`config.mk`:
```
export PLATFORM = sky130hd
export DESIGN_NAME = distance_outlier_average_filter_flat
export DESIGN_NICKNAME = d
export VERILOG_FILES = /design/src/rtl/core/doaf_pkg.sv /design/src/rtl/core/doaf_if.sv /design/src/rtl/core/doaf_div.sv /design/src/rtl/core/doaf_ring.sv /design/src/rtl/core/distance_outlier_average_filter.sv /design/src/flat_wrapper.sv
export SDC_FILE = /design/constraint.sdc
export NUM_CORES = 1
export LEC_CHECK = 0
export BUFFER_PORTS_ARGS = -buffer_cell sky130_fd_sc_hd__buf_2
export CORE_MARGIN = 2
export CORE_UTILIZATION = 60
export DETAILED_ROUTE_END_ITERATION = 10
export PLACE_DENSITY = 0.77
export SYNTH_ARGS = -nofsm -noshare
export SYNTH_HDL_FRONTEND = slang
export SYNTH_SLANG_ARGS = --single-unit
```
`constraint.sdc`:
```
create_clock -name clk -period 11.9 [get_ports clk]
set_clock_uncertainty 0.15 [all_clocks]
set_input_delay 0.595 -clock clk [delete_from_list [all_inputs] [get_ports clk]]
set_output_delay 0.595 -clock clk [all_outputs]
set_load 0.005 [all_outputs]
```
`src/rtl/core/doaf_pkg.sv`:
```
// shared types, codes and constants for the distance outlier average filter
// no dependencies; used by every file of the block but doaf_div
package doaf_pkg;

  localparam int DATA_W    = 13;
  localparam int PCT_W     = 7;
  localparam int STAT_W    = 2;
  localparam int CFG_IDX_W = 1;

  localparam int RING_DEPTH_DEF = 5;

  localparam logic [CFG_IDX_W-1:0] CFG_MAX_DEPTH = 1'd0;
  localparam logic [CFG_IDX_W-1:0] CFG_THRESH    = 1'd1;

  localparam logic [DATA_W-1:0] MAX_DEPTH_RST = 13'd1110;
  localparam logic [DATA_W-1:0] THRESH_RST    = 13'd200;

  localparam logic [PCT_W-1:0] PCT_FULL = 7'd100;

  localparam logic [STAT_W-1:0] STAT_NONE    = 2'd0;
  localparam logic [STAT_W-1:0] STAT_ACCEPT  = 2'd1;
  localparam logic [STAT_W-1:0] STAT_OUTLIER = 2'd2;
  localparam logic [STAT_W-1:0] STAT_REFILL  = 2'd3;

  typedef enum logic [3:0] {
    ST_IDLE,
    ST_SUM,
    ST_MUL,
    ST_TEST,
    ST_SUM2,
    ST_MSTART,
    ST_MWAIT,
    ST_PMUL,
    ST_PSTART,
    ST_PWAIT,
    ST_OUT
  } state_t;

  typedef struct packed {
    logic wr_en;
    logic fill_all;
  } ring_wr_t;

endpackage

```
`src/rtl/core/doaf_if.sv`:
```
// request and result channel interfaces of the distance outlier average filter
// depends on doaf_pkg
interface doaf_in_if;
  logic                       valid;
  logic                       ready;
  logic                       sample_valid;
  logic [doaf_pkg::DATA_W-1:0] distance_mm;

  modport source (output valid, output sample_valid, output distance_mm, input ready);
  modport sink (input valid, input sample_valid, input distance_mm, output ready);
endinterface

interface doaf_out_if;
  logic                        valid;
  logic                        ready;
  logic [doaf_pkg::DATA_W-1:0] mean_depth_mm;
  logic [doaf_pkg::PCT_W-1:0]  fill_percent;
  logic [doaf_pkg::STAT_W-1:0] sample_status;

  modport source (output valid, output mean_depth_mm, output fill_percent,
                  output sample_status, input ready);
  modport sink (input valid, input mean_depth_mm, input fill_percent,
                input sample_status, output ready);
endinterface

```
`src/rtl/core/doaf_div.sv`:
```
// bit-serial restoring divider, one quotient bit per cycle
// depends on nothing; shared by the mean and fill percent steps
module doaf_div #(
  parameter int NUM_W = 23,
  parameter int DEN_W = 16
) (
  input  logic             clk,
  input  logic             rst_n,
  input  logic             start,
  input  logic [NUM_W-1:0] num,
  input  logic [DEN_W-1:0] den,
  output logic             done,
  output logic [NUM_W-1:0] quo
);

  localparam int CNT_W = $clog2(NUM_W + 1);

  logic             busy_r, busy_nxt;
  logic             done_r, done_nxt;
  logic [CNT_W-1:0] cnt_r, cnt_nxt;
  logic [DEN_W-1:0] rem_r, rem_nxt;
  logic [NUM_W-1:0] quo_r, quo_nxt;
  logic [DEN_W-1:0] den_r, den_nxt;
  logic [DEN_W:0]   shifted;
  logic             ge;

  assign shifted = {rem_r, quo_r[NUM_W-1]};
  assign ge      = shifted >= {1'b0, den_r};

  always_comb begin
    busy_nxt = busy_r;
    done_nxt = 1'b0;
    cnt_nxt  = cnt_r;
    rem_nxt  = rem_r;
    quo_nxt  = quo_r;
    den_nxt  = den_r;
    if (start) begin
      busy_nxt = 1'b1;
      cnt_nxt  = CNT_W'(NUM_W);
      rem_nxt  = '0;
      quo_nxt  = num;
      den_nxt  = den;
    end else if (busy_r) begin
      rem_nxt = ge ? DEN_W'(shifted - {1'b0, den_r}) : shifted[DEN_W-1:0];
      quo_nxt = {quo_r[NUM_W-2:0], ge};
      cnt_nxt = cnt_r - CNT_W'(1);
      if (cnt_r == CNT_W'(1)) begin
        busy_nxt = 1'b0;
        done_nxt = 1'b1;
      end
    end
  end

  always_ff @(posedge clk) begin
    if (!rst_n) begin
      busy_r <= 1'b0;
      done_r <= 1'b0;
      cnt_r  <= '0;
    end else begin
      busy_r <= busy_nxt;
      done_r <= done_nxt;
      cnt_r  <= cnt_nxt;
    end
  end

  always_ff @(posedge clk) begin
    rem_r <= rem_nxt;
    quo_r <= quo_nxt;
    den_r <= den_nxt;
  end

  assign done = done_r;
  assign quo  = quo_r;

endmodule

```
`src/rtl/core/doaf_ring.sv`:
```
// sample ring: one write slot or a whole refill per cycle, one read slot
// depends on doaf_pkg
module doaf_ring #(
  parameter int RING_DEPTH = doaf_pkg::RING_DEPTH_DEF,
  parameter int SLOT_W     = 3
) (
  input  logic                        clk,
  input  doaf_pkg::ring_wr_t          wr,
  input  logic [SLOT_W-1:0]           wr_slot,
  input  logic [doaf_pkg::DATA_W-1:0] wr_data,
  input  logic [SLOT_W-1:0]           rd_slot,
  output logic [doaf_pkg::DATA_W-1:0] rd_data
);

  logic [doaf_pkg::DATA_W-1:0] ring_r [RING_DEPTH];

  always_ff @(posedge clk) begin
    for (int k = 0; k < RING_DEPTH; k++) begin
      if (wr.fill_all || (wr.wr_en && wr_slot == SLOT_W'(k))) begin
        ring_r[k] <= wr_data;
      end
    end
  end

  always_comb begin
    rd_data = '0;
    for (int k = 0; k < RING_DEPTH; k++) begin
      if (rd_slot == SLOT_W'(k)) begin
        rd_data = ring_r[k];
      end
    end
  end

endmodule

```
`src/rtl/core/distance_outlier_average_filter.sv`:
```
// top level of the distance outlier average filter: sequencer, counters, config
// depends on doaf_pkg, doaf_if, doaf_ring and doaf_div
//
// usage
//   in_req carries one distance sample and its sample_valid flag per request;
//   out_res returns one result per request: floored mean of the held samples,
//   inverted fill percent and a status code. cfg_we/cfg_index/cfg_wdata write
//   max_depth_mm (index 0) and outlier_thresh_mm (index 1); the user must write
//   them while idle only, which the block itself does not enforce. in_req.ready
//   is high only while the sequencer is idle; one request is worked at a time.
//   The bit-serial divider, with NUM_W = 13 + clog2(RING_DEPTH+1) + 7 (23 at
//   depth 5), runs once for the mean and once for the percent; the ring is
//   summed one slot per cycle. When the ring is empty after the update both
//   divisions are skipped. Reset restores the register defaults and empties
//   the ring. A result waits in an output register while out_res.ready is low;
//   the next request is still taken, and its result is held back until the
//   slot frees.
module distance_outlier_average_filter #(
  parameter int RING_DEPTH = doaf_pkg::RING_DEPTH_DEF
) (
  input  logic                           clk,
  input  logic                           rst_n,
  doaf_in_if.sink                        in_req,
  doaf_out_if.source                     out_res,
  input  logic                           cfg_we,
  input  logic [doaf_pkg::CFG_IDX_W-1:0] cfg_index,
  input  logic [doaf_pkg::DATA_W-1:0]    cfg_wdata
);

  localparam int DATA_W = doaf_pkg::DATA_W;
  localparam int PCT_W  = doaf_pkg::PCT_W;
  localparam int STAT_W = doaf_pkg::STAT_W;
  localparam int CNT_W  = $clog2(RING_DEPTH + 1);
  localparam int SLOT_W = (RING_DEPTH > 1) ? $clog2(RING_DEPTH) : 1;
  localparam int SUM_W  = DATA_W + CNT_W;
  localparam int NUM_W  = SUM_W + PCT_W;
  localparam int DEN_W  = SUM_W;

  doaf_pkg::state_t state_r, state_nxt;

  logic [CNT_W-1:0]  idx_r, idx_nxt;
  logic [CNT_W-1:0]  held_r, held_nxt;
  logic [CNT_W-1:0]  run_r, run_nxt;
  logic [SLOT_W-1:0] slot_r, slot_nxt;
  logic              out_valid_r, out_valid_nxt;
  logic [DATA_W-1:0] max_depth_r, max_depth_nxt;
  logic [DATA_W-1:0] thresh_r, thresh_nxt;

  logic [SUM_W-1:0]  sum_r, sum_nxt;
  logic [DATA_W-1:0] raw_r, raw_nxt;
  logic [SUM_W-1:0]  scaled_r, scaled_nxt;
  logic [SUM_W-1:0]  thr_r, thr_nxt;
  logic [STAT_W-1:0] status_r, status_nxt;
  logic [DATA_W-1:0] mean_r, mean_nxt;
  logic [PCT_W-1:0]  fill_r, fill_nxt;
  logic [NUM_W-1:0]  pnum_r, pnum_nxt;
  logic [DEN_W-1:0]  pden_r, pden_nxt;
  logic [DATA_W-1:0] out_mean_r, out_mean_nxt;
  logic [PCT_W-1:0]  out_fill_r, out_fill_nxt;
  logic [STAT_W-1:0] out_stat_r, out_stat_nxt;

  doaf_pkg::ring_wr_t ring_wr;
  logic [DATA_W-1:0]  rd_data;
  logic               in_fire;
  logic [SUM_W-1:0]   dev;
  logic               in_band;
  logic               div_start;
  logic [NUM_W-1:0]   div_num;
  logic [DEN_W-1:0]   div_den;
  logic               div_done;
  logic [NUM_W-1:0]   div_quo;
  logic [PCT_W-1:0]   pct;

  doaf_ring #(
    .RING_DEPTH(RING_DEPTH),
    .SLOT_W    (SLOT_W)
  ) u_ring (
    .clk    (clk),
    .wr     (ring_wr),
    .wr_slot(slot_r),
    .wr_data(raw_r),
    .rd_slot(idx_r[SLOT_W-1:0]),
    .rd_data(rd_data)
  );

  doaf_div #(
    .NUM_W(NUM_W),
    .DEN_W(DEN_W)
  ) u_div (
    .clk  (clk),
    .rst_n(rst_n),
    .start(div_start),
    .num  (div_num),
    .den  (div_den),
    .done (div_done),
    .quo  (div_quo)
  );

  assign in_fire   = in_req.valid && in_req.ready;
  assign dev       = (scaled_r >= sum_r) ? (scaled_r - sum_r) : (sum_r - scaled_r);
  assign in_band   = (held_r == '0) || (dev <= thr_r);
  assign div_start = (state_r == doaf_pkg::ST_MSTART) || (state_r == doaf_pkg::ST_PSTART);
  assign div_num   = (state_r == doaf_pkg::ST_MSTART) ? NUM_W'(sum_r) : pnum_r;
  assign div_den   = (state_r == doaf_pkg::ST_MSTART) ? DEN_W'(held_r) : pden_r;
  assign pct       = (div_quo > NUM_W'(doaf_pkg::PCT_FULL)) ? doaf_pkg::PCT_FULL
                                                            : div_quo[PCT_W-1:0];

  // config writes
  always_comb begin
    max_depth_nxt = max_depth_r;
    thresh_nxt    = thresh_r;
    if (cfg_we) begin
      unique case (cfg_index)
        doaf_pkg::CFG_MAX_DEPTH: max_depth_nxt = cfg_wdata;
        doaf_pkg::CFG_THRESH:    thresh_nxt    = cfg_wdata;
        default:                 ;
      endcase
    end
  end

  // sequencer
  always_comb begin
    state_nxt     = state_r;
    idx_nxt       = idx_r;
    held_nxt      = held_r;
    run_nxt       = run_r;
    slot_nxt      = slot_r;
    sum_nxt       = sum_r;
    raw_nxt       = raw_r;
    scaled_nxt    = scaled_r;
    thr_nxt       = thr_r;
    status_nxt    = status_r;
    mean_nxt      = mean_r;
    fill_nxt      = fill_r;
    pnum_nxt      = pnum_r;
    pden_nxt      = pden_r;
    out_mean_nxt  = out_mean_r;
    out_fill_nxt  = out_fill_r;
    out_stat_nxt  = out_stat_r;
    out_valid_nxt = out_valid_r && !out_res.ready;
    ring_wr       = '0;

    unique case (state_r)
      doaf_pkg::ST_IDLE: begin
        if (in_fire) begin
          raw_nxt    = in_req.distance_mm;
          status_nxt = doaf_pkg::STAT_NONE;
          idx_nxt    = '0;
          sum_nxt    = '0;
          state_nxt  = in_req.sample_valid ? doaf_pkg::ST_SUM : doaf_pkg::ST_SUM2;
        end
      end
      doaf_pkg::ST_SUM: begin
        if (idx_r == held_r) begin
          state_nxt = doaf_pkg::ST_MUL;
        end else begin
          sum_nxt = sum_r + SUM_W'(rd_data);
          idx_nxt = idx_r + CNT_W'(1);
        end
      end
      doaf_pkg::ST_MUL: begin
        scaled_nxt = SUM_W'(raw_r) * SUM_W'(held_r);
        thr_nxt    = SUM_W'(thresh_r) * SUM_W'(held_r);
        state_nxt  = doaf_pkg::ST_TEST;
      end
      doaf_pkg::ST_TEST: begin
        if (in_band) begin
          ring_wr.wr_en = 1'b1;
          slot_nxt      = (slot_r == SLOT_W'(RING_DEPTH - 1)) ? '0 : slot_r + SLOT_W'(1);
          if (held_r != CNT_W'(RING_DEPTH)) begin
            held_nxt = held_r + CNT_W'(1);
          end
          run_nxt    = '0;
          status_nxt = doaf_pkg::STAT_ACCEPT;
        end else if (run_r == CNT_W'(RING_DEPTH - 1)) begin
          ring_wr.fill_all = 1'b1;
          held_nxt         = CNT_W'(RING_DEPTH);
          slot_nxt         = '0;
          run_nxt          = '0;
          status_nxt       = doaf_pkg::STAT_REFILL;
        end else begin
          run_nxt    = run_r + CNT_W'(1);
          status_nxt = doaf_pkg::STAT_OUTLIER;
        end
        idx_nxt   = '0;
        sum_nxt   = '0;
        state_nxt = doaf_pkg::ST_SUM2;
      end
      doaf_pkg::ST_SUM2: begin
        if (idx_r == held_r) begin
          if (held_r == '0) begin
            mean_nxt  = '0;
            fill_nxt  = doaf_pkg::PCT_FULL;
            state_nxt = doaf_pkg::ST_OUT;
          end else begin
            state_nxt = doaf_pkg::ST_MSTART;
          end
        end else begin
          sum_nxt = sum_r + SUM_W'(rd_data);
          idx_nxt = idx_r + CNT_W'(1);
        end
      end
      doaf_pkg::ST_MSTART: begin
        state_nxt = doaf_pkg::ST_MWAIT;
      end
      doaf_pkg::ST_MWAIT: begin
        if (div_done) begin
          mean_nxt  = div_quo[DATA_W-1:0];
          state_nxt = doaf_pkg::ST_PMUL;
        end
      end
      doaf_pkg::ST_PMUL: begin
        pnum_nxt  = NUM_W'(sum_r) * NUM_W'(doaf_pkg::PCT_FULL);
        pden_nxt  = DEN_W'(held_r) * DEN_W'(max_depth_r);
        state_nxt = doaf_pkg::ST_PSTART;
      end
      doaf_pkg::ST_PSTART: begin
        state_nxt = doaf_pkg::ST_PWAIT;
      end
      doaf_pkg::ST_PWAIT: begin
        if (div_done) begin
          fill_nxt  = doaf_pkg::PCT_FULL - pct;
          state_nxt = doaf_pkg::ST_OUT;
        end
      end
      doaf_pkg::ST_OUT: begin
        if (!out_valid_r || out_res.ready) begin
          out_mean_nxt  = mean_r;
          out_fill_nxt  = fill_r;
          out_stat_nxt  = status_r;
          out_valid_nxt = 1'b1;
          state_nxt     = doaf_pkg::ST_IDLE;
        end
      end
      default: begin
        state_nxt = doaf_pkg::ST_IDLE;
      end
    endcase
  end

  always_ff @(posedge clk) begin
    if (!rst_n) begin
      state_r     <= doaf_pkg::ST_IDLE;
      idx_r       <= '0;
      held_r      <= '0;
      run_r       <= '0;
      slot_r      <= '0;
      out_valid_r <= 1'b0;
      max_depth_r <= doaf_pkg::MAX_DEPTH_RST;
      thresh_r    <= doaf_pkg::THRESH_RST;
    end else begin
      state_r     <= state_nxt;
      idx_r       <= idx_nxt;
      held_r      <= held_nxt;
      run_r       <= run_nxt;
      slot_r      <= slot_nxt;
      out_valid_r <= out_valid_nxt;
      max_depth_r <= max_depth_nxt;
      thresh_r    <= thresh_nxt;
    end
  end

  always_ff @(posedge clk) begin
    sum_r      <= sum_nxt;
    raw_r      <= raw_nxt;
    scaled_r   <= scaled_nxt;
    thr_r      <= thr_nxt;
    status_r   <= status_nxt;
    mean_r     <= mean_nxt;
    fill_r     <= fill_nxt;
    pnum_r     <= pnum_nxt;
    pden_r     <= pden_nxt;
    out_mean_r <= out_mean_nxt;
    out_fill_r <= out_fill_nxt;
    out_stat_r <= out_stat_nxt;
  end

  assign in_req.ready          = (state_r == doaf_pkg::ST_IDLE);
  assign out_res.valid         = out_valid_r;
  assign out_res.mean_depth_mm = out_mean_r;
  assign out_res.fill_percent  = out_fill_r;
  assign out_res.sample_status = out_stat_r;

endmodule

```
`src/flat_wrapper.sv`:
```
// flat-port wrapper written by rule: the top's interface ports become plain ports
module distance_outlier_average_filter_flat 
#(
  parameter int RING_DEPTH = doaf_pkg::RING_DEPTH_DEF
)
  (clk, rst_n, cfg_we, cfg_index, cfg_wdata, in_req_valid, in_req_sample_valid, in_req_distance_mm, in_req_ready, out_res_valid, out_res_mean_depth_mm, out_res_fill_percent, out_res_sample_status, out_res_ready);
  doaf_in_if in_req_i ();
  doaf_out_if out_res_i ();
  input  logic clk;
  input  logic rst_n;
  input  logic cfg_we;
  input  logic [doaf_pkg::CFG_IDX_W-1:0] cfg_index;
  input  logic [doaf_pkg::DATA_W-1:0] cfg_wdata;
  input wire logic [$bits(in_req_i.valid)-1:0] in_req_valid;
  input wire logic [$bits(in_req_i.sample_valid)-1:0] in_req_sample_valid;
  input wire logic [$bits(in_req_i.distance_mm)-1:0] in_req_distance_mm;
  output wire logic [$bits(in_req_i.ready)-1:0] in_req_ready;
  output wire logic [$bits(out_res_i.valid)-1:0] out_res_valid;
  output wire logic [$bits(out_res_i.mean_depth_mm)-1:0] out_res_mean_depth_mm;
  output wire logic [$bits(out_res_i.fill_percent)-1:0] out_res_fill_percent;
  output wire logic [$bits(out_res_i.sample_status)-1:0] out_res_sample_status;
  input wire logic [$bits(out_res_i.ready)-1:0] out_res_ready;
  assign in_req_i.valid = in_req_valid;
  assign in_req_i.sample_valid = in_req_sample_valid;
  assign in_req_i.distance_mm = in_req_distance_mm;
  assign in_req_ready = in_req_i.ready;
  assign out_res_valid = out_res_i.valid;
  assign out_res_mean_depth_mm = out_res_i.mean_depth_mm;
  assign out_res_fill_percent = out_res_i.fill_percent;
  assign out_res_sample_status = out_res_i.sample_status;
  assign out_res_i.ready = out_res_ready;
  distance_outlier_average_filter #(.RING_DEPTH(RING_DEPTH)) u_core (.clk(clk), .rst_n(rst_n), .in_req(in_req_i), .out_res(out_res_i), .cfg_we(cfg_we), .cfg_index(cfg_index), .cfg_wdata(cfg_wdata));
endmodule
```
# After elaboration in Yosys (flattened, before gate mapping)
# Memories as Yosys holds them, arrays and structs flattened.
# Index checks and enable logic that the tools add are counted.
[op_classes] addsub=10 bitwise_logic=3 magnitude_cmp=4 div_mod_pow=0 muxes=69 eq_ne=31 multipliers=4 reduce_logical=41 shifts=0
[op_table] cell="13-bit two-way mux" n=8
[op_table] cell="23-bit two-way mux" n=3
[op_table] cell="16-bit two-way mux" n=4
[op_table] cell="16-bit case mux with 3 select lines" n=1
[op_table] cell="16-bit subtractor" n=3
[op_table] cell="4-bit case mux with 11 select lines" n=1
[op_table] cell="3-bit two-way mux" n=12
[op_table] cell="13-bit by 3-bit multiplier with 16-bit output" n=2
[op_table] cell="4-bit two-way mux" n=7
[op_table] cell="7-bit two-way mux" n=4
[op_table] cell="13-bit case mux with 2 select lines" n=1
[op_table] cell="23-bit by 7-bit greater-than comparator with 1-bit output (second input constant)" n=1
[op_table] cell="16-bit by 5-bit multiplier with 21-bit output (second input constant)" n=1
[op_table] cell="1-bit two-way mux" n=20
[op_table] cell="17-bit by 16-bit >= comparator with 1-bit output" n=1
[op_table] cell="16-bit by 13-bit adder with 16-bit output" n=1
[op_table] cell="4-bit by 3-bit == test with 1-bit output (second input constant)" n=4
[op_table] cell="16-bit >= comparator" n=1
[op_table] cell="16-bit less-or-equal comparator" n=1
[op_table] cell="3-bit by 13-bit multiplier with 16-bit output" n=1
[op_table] cell="7-bit case mux with 2 select lines" n=1
[op_table] cell="3-bit by 1-bit adder with 3-bit output (second input constant)" n=4
[op_table] cell="3-bit by 2-bit == test with 1-bit output (second input constant)" n=4
[op_table] cell="4-bit == test (second input constant)" n=3
[op_table] cell="29 further kinds" n=73
[word_totals] latch_bits=0 word_cells=191 mem_bits_rw=65 out_inout_bits=24 mem_bits_ro=0 inputBits=33 reg_bits=247 memories=1
[memory_table] name="u_core.u_ring.ring_r" depth=5 width=13 read_ports=5 rd_ports_with_merged_regs=0 write_ports=5 line="doaf_ring.sv:15" source="logic [doaf_pkg::DATA_W-1:0] ring_r [RING_DEPTH];"

# Depth between registers and ports, before layout
# Gate-level depths: netlist of the first run.
[depth] word_depth=10 depth_mapped=23 depth_no_buf=21

# Cells and area by module
# A second synthesis of the first run with hierarchy kept.
[unflattened] hier_cells=1985 hier_area_um2=20372.0
[by_module_without_submodules] mod="distance_outlier_average_filter" area_each_um2=14183.6 cells_each=1490 seq_area_each_um2=5124.9 instances=1
[by_module_without_submodules] mod="doaf_div" area_each_um2=3415.8 cells_each=320 seq_area_each_um2=1631.6 instances=1
[by_module_without_submodules] mod="doaf_ring" area_each_um2=2772.7 cells_each=175 seq_area_each_um2=1951.9 instances=1

# Worst setup path after synthesis of the first run
# No wires, ideal clock.
[synth_path] path_kind="reg-to-reg" startpoint="register u_core.sum_r[5]" endpoint="memory u_core.u_ring.ring_r[0][52] (netlist name) (enable)" t_required_ps=11347 setup_time_ps=403 period_less_slack_ps=5547 path_buffers=2 arrival_ps=4994 path_stages_with_launch=21 path_slack_ps=6353 path_cell_list="edfxtp_1 -> ha_1 -> buf_2 -> and4_1 -> and4_1 -> o21ai_1 -> a311oi_4 -> nor2_2 -> buf_2 -> nand2_1 -> o311ai_1 -> xor2_1 -> ha_1 -> a21o_1 -> a21o_1 -> a21oi_1 -> nor2_1 -> a211oi_1 -> a21oi_1 -> a21oi_2 -> a21boi_0"
[synth_rtl] item="start, declared" line="distance_outlier_average_filter.sv:49" source="logic [SUM_W-1:0] sum_r, sum_nxt;"
[synth_rtl] item="start signal, assigned" line="distance_outlier_average_filter.sv:264" source="sum_r <= sum_nxt;"
[synth_rtl] item="end, declared" line="doaf_ring.sv:15"

==> results of run 1 <==
cell type report:
cell class              instances  area share
multi-input cells            1416      0.4646
clock buffers                  41     0.04162
repair buffers                 67     0.01681
flip-flops and latches        312      0.4034
clock inverters                19    0.009970
well taps                     442     0.02562
inverters                     218     0.03791
cells in the mapped netlist (4+ instances only):
master / n / share of area
nand2_1: 262 / 0.050
edfxtp_1: 246 / 0.37
inv_1: 216 / 0.041
ha_1: 192 / 0.12
a21oi_1: 149 / 0.038
nor2_1: 147 / 0.028
o21ai_0: 73 / 0.018
dfxtp_1: 66 / 0.067
xnor2_1: 64 / 0.028
nor3_1: 55 / 0.014
clkbuf_1: 53 / 0.010
and2_1: 51 / 0.016
fa_1: 51 / 0.052
nand3_1: 39 / 0.0099
nor2b_1: 34 / 0.011
a21o_1: 28 / 0.011
xor2_1: 26 / 0.011
or3_1: 21 / 0.0066
o22ai_1: 19 / 0.0060
a211oi_1: 13 / 0.0049
a222oi_1: 13 / 0.0066
mux2i_1: 12 / 0.0061
nand4_1: 12 / 0.0038
o21ai_1: 11 / 0.0028
and3_1: 10 / 0.0032
nor4_1: 10 / 0.0032
o21a_1: 10 / 0.0038
buf_2: 9 / 0.0023
a31oi_1: 8 / 0.0025
nand2b_1: 7 / 0.0022
o21bai_1: 7 / 0.0027
o31ai_1: 7 / 0.0027
nor3b_1: 6 / 0.0023
a21boi_0: 5 / 0.0019
buf_1: 5 / 0.00095
a2111oi_0: 4 / 0.0018
a41oi_1: 4 / 0.0018
o41ai_1: 4 / 0.0018
worst register-to-register path, stage by stage (launching register included):
cell	delay [ns]
edfxtp_1	0.52
ha_1	0.45
and4_1	0.30
and4_1	0.23
o21ai_1	0.23
a311oi_4	0.20
nor2_2	0.87
nor3_1	0.12
o311ai_1	0.31
xor2_1	0.24
ha_1	0.28
a21o_1	0.19
a21o_1	0.18
a21oi_1	0.14
nor2_1	0.06
a211oi_1	0.37
a21oi_1	0.27
a21oi_2	0.39
a21boi_1	0.95
worst paths after layout:
path,startpoint,to,slack (ns),cells past startpoint
worst max-delay path,u_core.sum_r[5]$_SDFFCE_PN0P_,u_core.u_ring.ring_r[0][59]$_DFFE_PP_,5.08,18
worst min-delay path,in_req_distance_mm[5],u_core.raw_r[5]$_DFFE_PP_,0.11,1
worst max register to register,u_core.sum_r[5]$_SDFFCE_PN0P_,u_core.u_ring.ring_r[0][59]$_DFFE_PP_,5.08,18
worst min register to register,u_core.fill_r[1]$_SDFFCE_PN0P_,u_core.out_res.fill_percent[1]$_DFFE_PP_,0.26,0
kinds of logic after synthesis:
family	after synthesis	share of synthesized area
muxes	14	0.007201
xor gates and xnor gates	90	0.03980
buffers and inverters	286	0.05514
DFF	312	0.4396
AOI/OAI and AO/OA	397	0.1284
adders and majority gates	243	0.1728
and+or+nand+nor	672	0.1570
layout by cell type, fill, tap and decap left out, types with 11 or more instances in the layout:
cell,netlist,layout
mux2i_1,12,12
or3_1,21,21
xnor2_1,64,64
dfxtp_1,66,66
o21ai_0,73,73
nor3_1,55,52
fa_1,51,51
nand3_1,39,39
nand4_1,12,12
and2_1,51,51
a211oi_1,13,13
clkbuf_16,0,35
a222oi_1,13,13
buf_2,9,56
inv_1,216,216
a21oi_1,149,149
o22ai_1,19,19
nor2_1,147,146
nor2b_1,34,34
edfxtp_1,246,246
xor2_1,26,26
a21o_1,28,28
ha_1,192,192
nand2_1,262,262
buf_4,0,11
o21ai_1,11,11
per-layer routing:
metal / GRT usage / routed length [um] / part of all wire / vias to the layer above
met5: 0 / 0 / 0 / -
met4: 0.07559 / 1198 / 0.028 / 0
met3: 0.03659 / 2529 / 0.059 / 80
met2: 0.4129 / 19870 / 0.47 / 411
met1: 0.3450 / 19060 / 0.45 / 6852
li1: - / - / - / 7097
metrics by stage:
| stage | cell area, um2 | setup slack, ns | instances |
|---|---|---|---|
| final | 21590 | 5.085 | 2515 |
| after global routing | 21590 | 4.729 | 2515 |
| after CTS | 21590 | 5.146 | 2515 |
| after detailed placement | 20470 | 5.172 | 2455 |
| after global placement | 20470 | 5.279 | 2455 |
| after floorplan | 19810 | 6.353 | 2014 |
power by group:
part	internal (mW)	total, mW	switching [mW]
Clock	0.629	1.05	0.423
Combinational	1.30	3.13	1.84
Sequential	1.55	1.75	0.202
Total	3.47	5.93	2.46
==> qor.yml, run 1 <==
outcome:
  status: "completed"
floorplanning:
  core_um2: 32540
  die_area_um2: 34480
  initial_core_util: 0.6088
  die_w_um: 185.7
  io_pins: 57
  rows: 66
  fp.dieH_um: 185.7
final_layout:
  n_fill_cell: 2584
  seqCellArea_um2: 8708
  antenna_cells: 0
  largest_reg_flops: 65
  syn_to_final_growth_pct: 8.976
  utilization: 0.6634
  drive_above_1_share: 0.07043
  largest_register: "u_core.u_ring.ring_r"
  finalNetCount: 2325
  multi_input_area_um2: 10030
yosys:
  syn-cell-area_um2: 19810
  synth_edf_count: 246
  synthFlopType: "edfxtp_1"
  avgSynthCellArea_um2: 9.835
  synth_cells: 2014
  ys_warn_count: 0
  syn-num-nets: 2290
  ys_ff_latch: 312
  ys_types: 82
  ys_seq_area_frac: 0.4396
  async_flop_share: 0
setup_path:
  critPathArrivalTime_ns: 6.79
  cp_data_required_time_ns: 11.87
  slowest_stage: "a21boi_1"
  worstPathCellList: "ha_1 > and4_1 > and4_1 > o21ai_1 > a311oi_4 > nor2_2 > nor3_1 > o311ai_1 > xor2_1 > ha_1 > a21o_1 > a21o_1 > a21oi_1 > nor2_1 > a211oi_1 > a21oi_1 > a21oi_2 > a21boi_1"
  cp-end-kind: "register"
  crit_path_start_kind: "register"
  cp_top_family: "compound AO/OA/AOI/OAI gates"
  critPathMaxFanout: 24
  critPathBufInv: 0
  slowest_delay_ns: 0.95
  crit_type: "register to register"
route:
  ant_nets: 0
  post_drt_wl_per_cell_um: 16.96
  finalWirelength_um: 42650
  vias: 14440
  drt_iter0_markers: 1240
  drc: 0
  avgViaCountPerCell: 5.742
  firstDrtPassIters: 5
pwr:
  power.density_nw_per_um2: 274.9
  ir_drop_mv: 0.1847
  leakagePower_nw: 9.064
  total_power_mw: 5.933
global_route:
  grt_max_degree: 47
  grt_pass1_vias: 13830
  overflow: 0
  grt_use_total: 0.2507
  grt_pass1_wl_um: 68630
  antenna_found_initial: 0
sta:
  worst_pin_slew_ns: 1.291
  timing_hold_violations_final: 0
  relSlewSlack: 0.1395
  setup_tns_ns: 0
  fin_crit_ns: 6.815
  period_share: 0.5727
  setup_viol: 0
  final-max-slew-violation-count: 0
  rsz0062_at_grt: "no"
  fmaxAchievable_mhz: 146.7
  hold_slack_ns: 0.1076
min_path:
  hp-class: "input port to register"
clock_tree:
  cts_tree: "built"
  cts_made_buffers: 34
  cts-hold-fix-buffers: 0
  clockBufferDepth: 3
  clk_pin_slew_ns: 0.06
  post_cts_buffers: 0
  cts_max_level: 2
  cts_resized: 0
  clk_latency_ns: 0.51
  cts-root-buf: "clkbuf_16"
  cts.sinks: 312
flow_run:
  cap_violations: 0
placement:
  dp_hpwl_um: 32100
  gp_congestion: 0.8757
  port_buffers: 56
Note: power is estimated with default switching activity, not from simulation.
==> run 2: changes to the inputs <==
==> constraint.sdc (replaced) <==
create_clock -name clk -period 6.75 [get_ports clk]
set_clock_uncertainty 0.15 [all_clocks]
set_input_delay 0.3375 -clock clk [delete_from_list [all_inputs] [get_ports clk]]
set_output_delay 0.3375 -clock clk [all_outputs]
set_load 0.005 [all_outputs]
==> run 2 against run 1 <==
First-iteration DRC count is 16% lower. Sequential power rose by 76%. Total power grew 77%. Final area rose by 1.6%. Die area unchanged. Clock power rose by 80%. Highest routed layer unchanged.
==> qor.yml, run 2 (same netlist as run 1, synthesis figures left out) <==
sta:
  rsz0062_at_grt: "no"
  relSlewSlack: 0.2221
  period_share: 0.8423
  setup_viol: 0
  setup_tns_ns: 0
  final-max-slew-violation-count: 0
  fmaxAchievable_mhz: 175.9
  timing_hold_violations_final: 0
  worst_pin_slew_ns: 1.158
  fin_crit_ns: 5.686
pwr:
  ir_drop_mv: 0.2978
  power.density_nw_per_um2: 479.1
  leakagePower_nw: 9.217
  total_power_mw: 10.50
placement:
  gp_congestion: 0.8974
  dp_hpwl_um: 32380
  port_buffers: 56
  placed_cell_area_um2: 20520
flow_run:
  cap_violations: 0
final_layout:
  syn_to_final_growth_pct: 10.68
  seqCellArea_um2: 8708
  finalNetCount: 2357
  n_fill_cell: 2524
  multi_input_area_um2: 10030
  largest_reg_flops: 65
  antenna_cells: 0
  layout_commonest_cell: "nand2_1"
  drive_above_1_share: 0.07407
  design_area_um2: 21920
  largest_register: "u_core.u_ring.ring_r"
  layout_common_cells: "262 x nand2_1, 246 x edfxtp_1, 216 x inv_1"
global_route:
  grt_pass1_wl_um: 71360
  grt_use_total: 0.2602
  overflow: 0
  grt_max_degree: 42
  antenna_found_initial: 1
  grt_pass1_vias: 14300
setup_path:
  cp-end-kind: "register"
  reg2reg_depth: 21
  crit_type: "register to register"
  cp_data_required_time_ns: 6.81
  r2r_end: "u_core.u_ring.ring_r[0][59]$_DFFE_PP_"
  reg2reg_from: "u_core.sum_r[0]$_SDFFCE_PN0P_"
  startpoint: "u_core.sum_r[0]$_SDFFCE_PN0P_"
  regToRegSetupSlack_ns: 1.06
  crit_end: "u_core.u_ring.ring_r[0][59]$_DFFE_PP_"
  critPathMaxFanout: 13
  critPathArrivalTime_ns: 5.74
  crit_path_start_kind: "register"
floorplanning:
  core_um2: 32540
  io_pins: 57
  fp.dieH_um: 185.7
  die_w_um: 185.7
  die_area_um2: 34480
  rows: 66
  initial_core_util: 0.6088
clock_tree:
  clk_latency_ns: 0.52
  clockBufferDepth: 3
  cts_max_level: 2
  cts.sinks: 312
  clk_pin_slew_ns: 0.06
  cts_made_buffers: 34
  cts_resized: 0
  cts_tree: "built"
  cts-root-buf: "clkbuf_16"
route:
  ant_nets: 0
  post_drt_wl_per_cell_um: 17.28
  firstDrtPassIters: 7
  finalWirelength_um: 44030
  avgViaCountPerCell: 5.775
  drt_iter0_markers: 1042
  vias: 14710
  drc: 0
outcome:
  status: "completed"
min_path:
  hp-class: "input port to register"
## run 2: routing by layer
layer	GRT usage	vias to the layer above	wire length, um
met2	0.4503	451	21520
met3	0.03737	63	2588
li1	-	7159	-
met5	0	-	0
met1	0.3461	7041	19080
met4	0.06268	0	833
## run 2: power breakdown
part | internal (mW) | leakage (nW) | switching [mW]
Sequential | 2.72 | 2.79 | 0.361
Clock | 1.12 | 0.552 | 0.769
Combinational | 2.31 | 5.87 | 3.23
Total | 6.15 | 9.22 | 4.36
## run 2: worst max-delay path, cell delays in order, from the launching register on
cell	delay, ns
edfxtp_1	0.50
ha_1	0.23
inv_1	0.06
fa_1	0.40
nand3_1	0.09
nand2_1	0.12
a31oi_1	0.28
a311oi_4	0.21
nor2_2	0.41
nor3_1	0.10
o311ai_1	0.30
xor2_1	0.23
ha_1	0.28
a21o_1	0.18
a21o_1	0.17
a21oi_1	0.14
nor2_1	0.05
a211oi_1	0.37
a21oi_1	0.27
a21oi_2	0.40
a21boi_1	0.21
buf_4	0.22
## run 2: cell type report
type,count,share of cell area
inverter,218,0.03732
timing repair buffer,99,0.03048
tap,442,0.02523
multi-input combinational,1416,0.4575
clock buffer,44,0.04520
clock inverter,17,0.007077
sequential,312,0.3972
## run 2: what timing repair did
action / 4_1_cts / 5_1_grt
setup buffers: 0 / 0
endpoints found under the hold margin: 39 / 0
hold buffers: 26 / 0
## run 2: worst min path at each step
| stage | from | to | slack [ns] | cells after the start |
|---|---|---|---|---|
| CTS | out_res_ready | u_core.out_res.valid$_SDFF_PN0_ | 0.004 | 4 |
| detailed placement | u_core.fill_r[3]$_SDFFCE_PN0P_ | u_core.out_res.fill_percent[3]$_DFFE_PP_ | 0.25 | 0 |
| floorplan | u_core.fill_r[0]$_SDFFCE_PN0P_ | u_core.out_res.fill_percent[0]$_DFFE_PP_ | 0.25 | 0 |
| global route | out_res_ready | u_core.out_res.valid$_SDFF_PN0_ | 0.06 | 4 |
| finish | out_res_ready | u_core.out_res.valid$_SDFF_PN0_ | 0.02 | 4 |
| global placement | u_core.mean_r[1]$_SDFFCE_PN0P_ | u_core.out_res.mean_depth_mm[1]$_DFFE_PP_ | 0.25 | 0 |
## run 2: stage by stage
step	hold WS, ns	setup WS [ns]	cells	utilization
finish	0.02451	1.064	2548	0.6738
CTS	0.003562	1.094	2548	0.6738
detailed placement	0.2545	1.142	2461	0.6306
global route	0.06484	0.6340	2548	0.6738
floorplan	0.2503	1.203	2014	-
global placement	0.2526	1.249	2461	0.6306
==> run 3: changes to the inputs <==
==> constraint.sdc (replaced) <==
create_clock -name clk -period 5.3 [get_ports clk]
set_clock_uncertainty 0.15 [all_clocks]
set_input_delay 0.265 -clock clk [delete_from_list [all_inputs] [get_ports clk]]
set_output_delay 0.265 -clock clk [all_outputs]
set_load 0.005 [all_outputs]
==> run 3 against run 2 <==
Combinational power is 33% higher. Sequential cell count stayed put. First-iteration DRC count is 3.9% lower. Non-clock buffer count is 33 higher. Cell count is 1.5% higher. Count of clock-buffer cells in the layout is 4 higher. Final area is 1.4% higher. Critical path type unchanged. Largest cell class unchanged. Highest routed layer unchanged.
==> qor.yml, run 3 (same netlist as run 1, synthesis figures left out) <==
outcome:
  status: "completed"
setup_path:
  cp_data_required_time_ns: 5.38
  critPathArrivalTime_ns: 5.14
  worstPathCellList: "ha_2 > and4_1 > and4_1 > o21ai_1 > a311oi_4 > a2111oi_1 > o311ai_1 > xor2_1 > ha_1 > a21o_1 > a21o_1 > a21oi_1 > nor2_1 > a211oi_1 > a21o_1 > nand3_1 > a21oi_1 > buf_6"
  slowest_delay_ns: 0.49
  regToRegSetupSlack_ns: 0.24
  crit_type: "register to register"
  cp_top_family: "compound AO/OA/AOI/OAI gates"
  reg2reg_depth: 18
  reg2reg_from: "u_core.sum_r[5]$_SDFFCE_PN0P_"
  crit_path_frequent_cell: "a21o_1"
  startpoint: "u_core.sum_r[5]$_SDFFCE_PN0P_"
  r2r_end: "u_core.u_ring.ring_r[0][36]$_DFFE_PP_"
  critPathBufInv: 1
  crit_path_start_kind: "register"
  slowest_stage: "a311oi_4"
  critPathMaxFanout: 13
  cp-end-kind: "register"
final_layout:
  utilization: 0.6833
  largest_register: "u_core.u_ring.ring_r"
  layout_commonest_cell: "nand2_1"
  syn_to_final_growth_pct: 12.24
  design_area_um2: 22230
  drive_above_1_share: 0.08535
  layout_common_cells: "262 x nand2_1, 246 x edfxtp_1, 216 x inv_1"
  largest_reg_flops: 65
  stdcell_count: 2586
  antenna_cells: 0
  finalNetCount: 2392
pwr:
  ir_drop_mv: 0.4497
  power_frac_clock: 0.178
  sw_frac_of_total: 0.4189
  leakagePower_nw: 9.382
  pwr-share-seq: 0.282
  p_int_mw: 7.914
  power.density_nw_per_um2: 612.5
  p_switching_mw: 5.704
  pwr-share-comb: 0.540
  total_power_mw: 13.62
clock_tree:
  clockBufferDepth: 3
  clk_latency_ns: 0.53
  cts.sinks: 312
  cts-root-buf: "clkbuf_16"
  cts_max_level: 2
  cts_tree: "built"
  clk_pin_slew_ns: 0.07
  cts_made_buffers: 36
placement:
  port_buffers: 56
  dp.cells: 2484
  gp_congestion: 0.9194
  placed_cell_area_um2: 20680
  dp_hpwl_um: 32300
route:
  wl_met3_um: 2498
  ant_nets: 0
  wl_met2_um: 20960
  finalWirelength_um: 44090
  post_drt_wl_per_cell_um: 17.05
  drt_iter0_markers: 1001
  firstDrtPassIters: 5
  vias: 14810
  avgViaCountPerCell: 5.726
  routed.top_layer: "met4"
  drc: 0
  met1_length_um: 19510
floorplanning:
  rows: 66
  die_area_um2: 34480
  io_pins: 57
  initial_core_util: 0.6088
  die_w_um: 185.7
  core_um2: 32540
  fp.dieH_um: 185.7
min_path:
  holdPathEnd: "u_core.max_depth_r[9]$_SDFFE_PN0P_"
  min_from: "cfg_index"
  hp-class: "input port to register"
  hold-path-cell-count: 4
sta:
  relSlewSlack: 0.1596
  final-max-slew-violation-count: 0
  worst_pin_slew_ns: 1.251
  fmaxAchievable_mhz: 197.6
  hold_slack_ns: 0.05771
  period_share: 0.9548
  fin_crit_ns: 5.060
  timing_hold_violations_final: 0
  setup_viol: 0
global_route:
  grt_max_degree: 38
  grt_pass1_wl_um: 70970
  antenna_found_initial: 0
  overflow: 0
  grt_use_total: 0.2586
  grt_pass1_vias: 14190
flow_run:
  cap_violations: 0
run 3: cell types whose count changed in the layout (fill, tap and decap cells not counted), sizes merged:
cell,change
clkbuf,+4
dlygate4sd3,+6
inv,+3
clkinv,+2
clkinvlp,-3
buf,+27
bufinv,-1
run 3: layout make-up:
cell class	count	area, um2
Tap cell	442	553.0
Fill cell	2461	10300
Sequential cell	312	8708
Timing Repair Buffer	132	938.4
Clock inverter	18	155.1
Inverter	218	818.3
Clock buffer	48	998.5
Multi-Input combinational cell	1416	10060
run 3: power groups by stage:
stage	sequential [mW]	clock (mW)	combinational (mW)
4_1_cts	3.84	2.45	7.22
6_report	3.84	2.42	7.36
3_3_place_gp	3.86	0	6.94
5_1_grt	3.89	2.54	8.24
3_5_place_dp	3.88	0	7.14
2_1_floorplan	3.76	0	5.52
run 3: worst max-delay path by stage:
stage	endpoint	slack [ns]	depth (start not counted)
2_1_floorplan	u_core.u_ring.ring_r[0][0]$_DFFE_PP_	0.08	21
3_3_place_gp	u_core.u_ring.ring_r[0][51]$_DFFE_PP_	0.33	21
3_5_place_dp	u_core.u_ring.ring_r[0][63]$_DFFE_PP_	0.15	19
4_1_cts	u_core.u_ring.ring_r[0][36]$_DFFE_PP_	0.12	19
5_1_grt	u_core.u_ring.ring_r[0][25]$_DFFE_PP_	-0.005	21
6_report	u_core.u_ring.ring_r[0][36]$_DFFE_PP_	0.24	18
run 3: worst register-to-register path, stage by stage (launching register included):
cell and delay, ns:
edfxtp_1 0.40, ha_2 0.45, and4_1 0.27, and4_1 0.21, o21ai_1 0.10, a311oi_4 0.49, a2111oi_1 0.12, o311ai_1 0.37
xor2_1 0.23, ha_1 0.28, a21o_1 0.19, a21o_1 0.17, a21oi_1 0.15, nor2_1 0.06, a211oi_1 0.32, a21o_1 0.30
nand3_1 0.13, a21oi_1 0.19, buf_6 0.20
run 3: layer usage:
| metal | vias up | GRT usage |
|---|---|---|
| li1 | 7229 | - |
| met1 | 7090 | 0.3485 |
| met2 | 402 | 0.4349 |
| met3 | 87 | 0.03698 |
| met4 | 0 | 0.07843 |
| met5 | - | 0 |
run 3: through the flow:
step / TNS (ns) / setup slack, ns
after floorplan: 0 / 0.08060
after global placement: 0 / 0.3306
after detailed placement: 0 / 0.1514
after CTS: 0 / 0.1175
after global routing: -0.004678 / -0.004678
final: 0 / 0.2397
run 3: what timing repair did:
item                                    CTS  global route
resized for setup                         0             9
hold buffers                             32             0
hold endpoints to repair                 40             0
buffers inserted                          0             4
endpoints found under the setup margin    0            70
